`src/hw/rtl/sawbc_pkg.sv`:
```
package sawbc_pkg;

	localparam int NUM_SETS   = 8;
	localparam int NUM_WAYS   = 6;
	localparam int LINE_BYTES = 4;
	localparam int MEM_BYTES  = 65536;

	localparam int ADDR_W    = $clog2(MEM_BYTES);
	localparam int OFF_W     = $clog2(LINE_BYTES);
	localparam int SET_W     = $clog2(NUM_SETS);
	localparam int TAG_W     = ADDR_W - OFF_W - SET_W;
	localparam int WAY_W     = (NUM_WAYS > 1) ? $clog2(NUM_WAYS) : 1;
	localparam int NUM_LINES = NUM_SETS * NUM_WAYS;
	localparam int LIDX_W    = (NUM_LINES > 1) ? $clog2(NUM_LINES) : 1;
	localparam int LINE_W    = 8 * LINE_BYTES;
	localparam int MEM_ROWS  = MEM_BYTES / LINE_BYTES;
	localparam int ROW_W     = ADDR_W - OFF_W;
	localparam int AGE_W     = 16;
	localparam logic [AGE_W-1:0] AGE_MAX = 16'hFFFF;

	localparam int IN_DATA_W  = 24;
	localparam int OUT_DATA_W = 16;

	localparam logic CMD_READ  = 1'b0;
	localparam logic CMD_WRITE = 1'b1;

	typedef enum logic [3:0] {
		ST_CLEAR,
		ST_IDLE,
		ST_LOOKUP,
		ST_WB_RD,
		ST_WB,
		ST_FILL_RD,
		ST_FILL,
		ST_LINE_RD,
		ST_UPDATE
	} state_t;

	typedef struct packed {
		logic clr;
		logic accept;
		logic lookup;
		logic line_rd;
		logic mem_wr;
		logic mem_rd;
		logic fill;
		logic update;
	} dp_cmd_t;

	typedef struct packed {
		logic clr_done;
		logic hit;
		logic need_wb;
		logic is_write;
		logic out_busy;
	} dp_stat_t;

endpackage

```
`src/hw/rtl/sawbc_ctrl.sv`:
```
module sawbc_ctrl (
	input  logic               clk,
	input  logic               arst_n,
	input  logic               in_valid,
	output logic               in_ready,
	input  sawbc_pkg::dp_stat_t stat,
	output sawbc_pkg::dp_cmd_t  cmd
);
	import sawbc_pkg::*;

	state_t state_q, state_nxt;

	always_ff @(posedge clk or negedge arst_n) begin
		if (!arst_n) state_q <= ST_CLEAR;
		else         state_q <= state_nxt;
	end

	always_comb begin
		state_nxt = state_q;
		cmd       = '0;
		in_ready  = 1'b0;
		unique case (state_q)
			ST_CLEAR: begin
				cmd.clr = 1'b1;
				if (stat.clr_done) state_nxt = ST_IDLE;
			end
			ST_IDLE: begin
				in_ready = 1'b1;
				if (in_valid) begin
					cmd.accept = 1'b1;
					state_nxt  = ST_LOOKUP;
				end
			end
			ST_LOOKUP: begin
				cmd.lookup = 1'b1;
				if (stat.hit)          state_nxt = ST_LINE_RD;
				else if (stat.need_wb) state_nxt = ST_WB_RD;
				else                   state_nxt = ST_FILL_RD;
			end
			ST_WB_RD: begin
				cmd.line_rd = 1'b1;
				state_nxt   = ST_WB;
			end
			ST_WB: begin
				cmd.mem_wr = 1'b1;
				state_nxt  = ST_FILL_RD;
			end
			ST_FILL_RD: begin
				cmd.mem_rd = 1'b1;
				state_nxt  = ST_FILL;
			end
			ST_FILL: begin
				cmd.fill  = 1'b1;
				state_nxt = ST_LINE_RD;
			end
			ST_LINE_RD: begin
				cmd.line_rd = 1'b1;
				state_nxt   = ST_UPDATE;
			end
			ST_UPDATE: begin
				// hold a read while the previous result is still unclaimed; a write goes on
				if (stat.is_write || !stat.out_busy) begin
					cmd.update = 1'b1;
					state_nxt  = ST_IDLE;
				end
			end
			default: state_nxt = ST_CLEAR;
		endcase
	end

endmodule

```
`config.mk`:
```
export PLATFORM = sky130hd
export DESIGN_NAME = sawbc_ctrl
export DESIGN_NICKNAME = d
export VERILOG_FILES = /design/src/hw/rtl/sawbc_pkg.sv /design/src/hw/rtl/sawbc_ctrl.sv
export SDC_FILE = /design/constraint.sdc
export NUM_CORES = 1
export LEC_CHECK = 0
export ABC_AREA = 1
export BUFFER_PORTS_ARGS = -buffer_cell sky130_fd_sc_hd__buf_2
export CAP_MARGIN = 10
export CELL_PAD_IN_SITES_DETAIL_PLACEMENT = 1
export CELL_PAD_IN_SITES_GLOBAL_PLACEMENT = 2
export CORE_MARGIN = 2
export CORE_UTILIZATION = 21
export CTS_BUF_LIST = sky130_fd_sc_hd__clkbuf_8
export DETAILED_ROUTE_END_ITERATION = 12
export PLACE_DENSITY_LB_ADDON = 0.12
export SKIP_LAST_GASP = 1
export SLEW_MARGIN = 30
export SYNTH_ARGS = -nofsm -noshare
export SYNTH_HDL_FRONTEND = slang
export SYNTH_SLANG_ARGS = --single-unit
```
`constraint.sdc`:
```
create_clock -name clk -period 1.2 [get_ports clk]
set_input_delay 0.12 -clock clk [delete_from_list [all_inputs] [get_ports clk]]
set_output_delay 0.12 -clock clk [all_outputs]
set_load 0.02 [all_outputs]
```
==> run_results.csv, run 1 <==
group,metric,value,unit
synth,yosysUniqueCellTypes,14,
place,place.detailed.hpwl,815,um
detailed_routing,drt-pass1-iter-count,2,
grt,grt_max_degree,6,
run_status,status,"complete, but fails checks",
synth,syn_inst,55,
hold_path,hold_end,"state_q[2]",
detailed_routing,wire_per_inst,11.8,um
finish,drive_gt1_frac,0.635,
timing,setup_slack,-0.111,ns
synth,synth_top_family_by_area,"simple AND/OR/NAND/NOR gates",
cts,clock_path_buffers,2,
detailed_routing,vias,458,
timing,setup_viol,9,
detailed_routing,ant_nets,0,
die,io_pins,17,
critical_path,r2r-end,"state_q[0]",
die,initial_core_util,0.223,
finish,register_area,103,um2
grt,grt_usage,0.130,
critical_path,r2r_start,"state_q[0]",
timing,fin_crit_sh,1.09,
critical_path,end_kind,"primary output",
timing,slew_viol_final,0,
synth,synth_xor_area_frac,0,
critical_path,crit_required,1.08,ns
detailed_routing,drt_wl_total,1190,um
timing,finClkSkew,0.00621,ns
synth,synth-simple-area-share,0.478,
critical_path,cp_max_fo,3,
die,die_area,1930,um2
grt,grt_pass1_wl,1780,um
critical_path,crit_path_cell_trace,"buf_6 -> nor2_4 -> nand2_2 -> nor2_4 -> buf_6",
synth,synth_warnings,0,
finish,regMostFlops,"state_q",
pwr,intPower,0.00101,W
critical_path,critPathKind,"flop to primary output",
synth,muxShareOfSynthArea,0,
place,routabilityCongestion,0.843,
pwr,total_power,0.00194,W
grt,grt_antenna_before_repair,0,
cts,path_clk_slew,0.04,ns
synth,yosys_register_bits,4,
pwr,p_clk_frac,0.155,
pwr,p_sw_frac,0.480,
critical_path,critPathLaunch,"state_q[0]",
finish,largest_register_ffs,4,
detailed_routing,drc,0,
hold_path,hold_path_class,"primary input to flop",
run_status,violations,"setup timing",
critical_path,critPathLaunchType,"flop",
pwr,vdd_drop_max,0.00115,V
timing,min_period,1.31,ns
pwr,seq_power_share,0.159,
place,port_buffers,16,
cts,cts_sinks,4,
hold_path,hp-start,"stat[3]",
timing,slew-limit-headroom,0.790,
cts,cts_root_buf,"clkbuf_8",
synth,syn_area,335,um2
pwr,p_switching,0.000932,W
die,core_area,1510,um2
synth,yosysSeqAreaShare,0.299,
place,dpl.cell_count,87,
cts,h-tree-depth,1,
critical_path,reg2reg_depth,8,
die,fp.dieH,44.0,um
finish,diodes,0,
synth,synth_nets,63,
critical_path,cp_slowest_stage_delay,0.41,ns
timing,fmax,763,MHz
place,placedInstanceArea,435,um2
cts,cts_made_buffers,3,
finish,multiInputGateArea,268,um2
critical_path,reg2reg_slack,0,ns
synth,synth.avg_cell_area,6.10,um2
die,std_cell_rows,14,
critical_path,cpMaxStageDelayCell,"dfrtp_1",
hold_path,hold_depth,3,
detailed_routing,drtIter0Drc,5,
timing,report.final.hold_viol_count,0,
finish,nets,95,
pwr,p_leak,0.347,nW
pwr,p_comb_frac,0.686,
detailed_routing,routed_via_density,4.53,
die,die_w,44.0,um
finish,stdcell_count,101,
cts,cts_tree,"done",
timing,tns,-0.436,ns
timing,tightest_slew,0.315,ns
synth,synth_compound_area_frac,0.112,
finish,fillCellCount,197,
pwr,p_per_area,2890,nW/um2
job,max-cap-violations,0,
finish,stdcell_area,672,um2
synth,synth_fa_ha_area_frac,0,
timing,rsz0062_at_grt,"true",
grt,grt_pass1_vias,445,
grt,grt_overflow,0,
cts,clock_latency,0.23,ns
critical_path,arrival,1.19,ns
finish,reg_top3,"state_q x4",
finish,area_delta_synth_final,100,%
synthesized netlist by cell type (all sizes together):
cell   instances  area [um2]
a21oi          2        13.8
dfrtp          4         100
inv           10        37.5
nand2         12        55.1
nand3          4        20.0
nor2          18        80.1
nor3           1        5.00
o21ai          4        23.8
cell families (layout without fill, tap and decap cells):
group,Yosys count,after routing
simple gates,35,35
buf+inv,10,40
compound gates,6,6
flops,4,4
how the worst max path moves through the flow:
stage,to
2_1_floorplan,cmd[6]
3_3_place_gp,cmd[6]
3_5_place_dp,state_q[0]
4_1_cts,cmd[0]
5_1_grt,cmd[0]
6_report,cmd[0]
timing repair:
item / CTS / global route
endpoints found under the setup margin: 8 / 11
cloned: 0 / 0
hold buffers: 1 / 0
hold endpoints to repair: 4 / 0
buffers inserted: 6 / 4
pin swaps: 4 / 5
resized for setup: 16 / 18
layout by cell type, fill, tap and decap left out:
master         synthesis  layout
a21oi_1                1       1
nor2_4                 1       7
inv_1                  8       7
nand2_1                8       6
nand3_2                0       2
buf_6                  0       4
a21oi_2                1       1
dlygate4sd3_1          0       1
nor2_2                 2       2
inv_2                  2       3
buf_4                  0      15
o21ai_2                1       1
nor2_1                15       9
dfrtp_1                4       2
nand2_4                0       1
buf_2                  0       7
dfrtp_2                0       2
clkbuf_8               0       3
nand2_2                4       5
nand3_1                4       2
o21ai_0                3       3
nor3_2                 0       1
critical path, delay by kind of cell, from the launching register on:
family                 cells  cell delay (ns)
and+or+nand+nor            3             0.30
DFF                        1             0.41
buffers and inverters      2             0.25
through the flow:
step / hold slack [ns] / util / worst slack [ns]
final: 0.149 / 0.446 / -0.111
after global routing: 0.176 / 0.446 / -0.183
after floorplan: -0.176 / - / 0.00223
after global placement: -0.0659 / 0.289 / 0.0768
after CTS: 0.163 / 0.384 / -0.0994
after detailed placement: -0.0680 / 0.289 / 0.0711
metal layers:
layer / wire (um) / global-route usage / vias up
met2: 574 / 0.218 / 13
li1: - / - / 229
met1: 519 / 0.138 / 212
met5: 0 / 0 / -
met3: 73 / 0.0500 / 4
met4: 25 / 0.0727 / 0
area by class of cell:
cell class,count,area share
Inverter,10,0.0559
Clock buffer,3,0.0615
Multi-Input combinational cell,41,0.399
Sequential cell,4,0.153
Timing Repair Buffer,27,0.302
Tap cell,16,0.0298
power groups by stage:
stage / Combinational [W] / Sequential, W / Clock, W
finish: 0.00133 / 0.000309 / 0.000301
global route: 0.00145 / 0.000325 / 0.000311
CTS: 0.00111 / 0.000290 / 0.000297
detailed placement: 0.000848 / 0.000279 / 0
global placement: 0.000849 / 0.000282 / 0
floorplan: 0.000627 / 0.000261 / 0
(Power assumes the default switching activity.)
==> run 2, diff against run 1 <==
--- a/config.mk
+++ b/config.mk
@@ -11,8 +11,8 @@
 export CELL_PAD_IN_SITES_DETAIL_PLACEMENT = 1
 export CELL_PAD_IN_SITES_GLOBAL_PLACEMENT = 2
 export CORE_MARGIN = 2
-export CORE_UTILIZATION = 21
-export CTS_BUF_LIST = sky130_fd_sc_hd__clkbuf_8
+export CORE_UTILIZATION = 19
+export CTS_BUF_LIST = sky130_fd_sc_hd__clkbuf_16
 export DETAILED_ROUTE_END_ITERATION = 12
 export PLACE_DENSITY_LB_ADDON = 0.12
 export SKIP_LAST_GASP = 1
==> run_results.csv, run 2 (synthesized netlist as in run 1, its figures left out) <==
group,metric,value,unit
pwr,p_per_area,3140,nW/um2
hold_path,hold_path_class,"primary input to flop",
detailed_routing,routed_via_density,4.50,
pwr,vdd_drop_max,0.00109,V
timing,setup_viol,10,
timing,finClkSkew,0.000398,ns
cts,clock_path_buffers,2,
cts,h-tree-depth,1,
cts,cts_root_buf,"clkbuf_16",
cts,cts_tree,"done",
grt,grt_overflow,0,
finish,layout_common_cells,"buf_4 (18), nor2_1 (11), buf_2 (7)",
detailed_routing,wire_per_inst,12.1,um
die,die_area,2120,um2
detailed_routing,drt-pass1-iter-count,3,
place,dpl.cell_count,90,
timing,tightest_slew,0.329,ns
critical_path,arrival,1.17,ns
timing,fmax,778,MHz
cts,clock_latency,0.22,ns
timing,report.final.hold_viol_count,0,
die,std_cell_rows,15,
detailed_routing,drtIter0Drc,4,
grt,grt_pass1_vias,450,
hold_path,hold_end,"state_q[2]",
run_status,status,"complete, but fails checks",
place,place.detailed.hpwl,847,um
place,routabilityCongestion,0.675,
timing,tns,-0.400,ns
hold_path,hp-start,"stat[3]",
job,max-cap-violations,0,
critical_path,crit_required,1.08,ns
die,io_pins,17,
finish,stdcell_count,104,
critical_path,end_kind,"primary output",
timing,setup_slack,-0.0853,ns
finish,diodes,0,
detailed_routing,ant_nets,0,
hold_path,hold_depth,3,
cts,cts_sinks,4,
critical_path,cp_max_fo,4,
finish,nets,97,
grt,grt_antenna_before_repair,0,
detailed_routing,vias,468,
finish,regMostFlops,"state_q",
finish,reg_top3,"state_q x4",
grt,grt_pass1_wl,1900,um
grt,grt_usage,0.129,
cts,cts_made_buffers,3,
critical_path,critPathLaunch,"state_q[3]",
die,core_area,1690,um2
die,die_w,46.0,um
timing,fin_crit_sh,1.07,
finish,final_common_cell,"buf_4",
timing,slew_viol_final,0,
place,port_buffers,16,
finish,largest_register_ffs,4,
cts,path_clk_slew,0.03,ns
detailed_routing,drt_wl_total,1260,um
critical_path,reg2reg_depth,8,
die,initial_core_util,0.199,
pwr,p_leak,0.376,nW
critical_path,critPathKind,"flop to primary output",
finish,area_delta_synth_final,114,%
critical_path,critPathLaunchType,"flop",
pwr,total_power,0.00226,W
critical_path,r2r_start,"state_q[1]",
timing,slew-limit-headroom,0.780,
die,fp.dieH,46.0,um
critical_path,r2r-end,"state_q[0]",
grt,grt_max_degree,6,
timing,min_period,1.29,ns
finish,drive_gt1_frac,0.621,
timing,rsz0062_at_grt,"true",
run_status,violations,"setup timing",
critical_path,reg2reg_slack,-0.02,ns
detailed_routing,drc,0,
==> run 2: critical path: stages, from the launching register on <==
cell     delay (ns)
dfrtp_1        0.40
inv_2          0.14
nand2_4        0.09
nor3_2         0.15
buf_4          0.16
==> run 2: where the power goes <==
part | switching, W | leakage [nW] | internal (W)
Clock | 0.0000949 | 0.0370 | 0.000426
Combinational | 0.000783 | 0.291 | 0.000644
Sequential | 0.000103 | 0.0474 | 0.000207
Total | 0.000981 | 0.376 | 0.00128
==> run 2: through the flow <==
stage | hold slack, ns | utilization | instance area, um2 | worst slack, ns
5_1_grt | 0.191 | 0.425 | 718 | -0.144
6_report | 0.173 | 0.425 | 718 | -0.0853
3_5_place_dp | -0.0639 | 0.267 | 452 | 0.0559
3_3_place_gp | -0.0599 | 0.267 | 452 | 0.0661
4_1_cts | 0.179 | 0.370 | 626 | -0.0868
2_1_floorplan | -0.176 | - | 335 | 0.00223
==> run 2: repair_timing <==
item	CTS	global route
buffers inserted	6	4
gates resized for setup	16	17
hold buffers	1	0
endpoints found under the hold margin	4	0
pin swaps	3	4
endpoints found under the setup margin	9	11
==> run 2: worst max-delay path by stage <==
stage | to | slack (ns) | cells after the start
final | cmd[6] | -0.09 | 4
after global routing | cmd[0] | -0.14 | 5
after CTS | cmd[1] | -0.09 | 4
after detailed placement | cmd[6] | 0.06 | 4
after global placement | cmd[6] | 0.07 | 4
after floorplan | cmd[6] | 0.002 | 3
==> run 2: cell type report <==
class	count	area [um2]
Multi-Input combinational cell	41	268
Fill cell	222	971
Clock buffer	3	75.1
Tap cell	17	21.3
Inverter	10	37.5
Timing Repair Buffer	29	214
Sequential cell	4	103
==> run 2: metal layers <==
metal	share of wire	global-route usage
met1	0.41	0.158
met2	0.55	0.219
met3	0.027	0.0238
met4	0.011	0.0514
met5	0	0
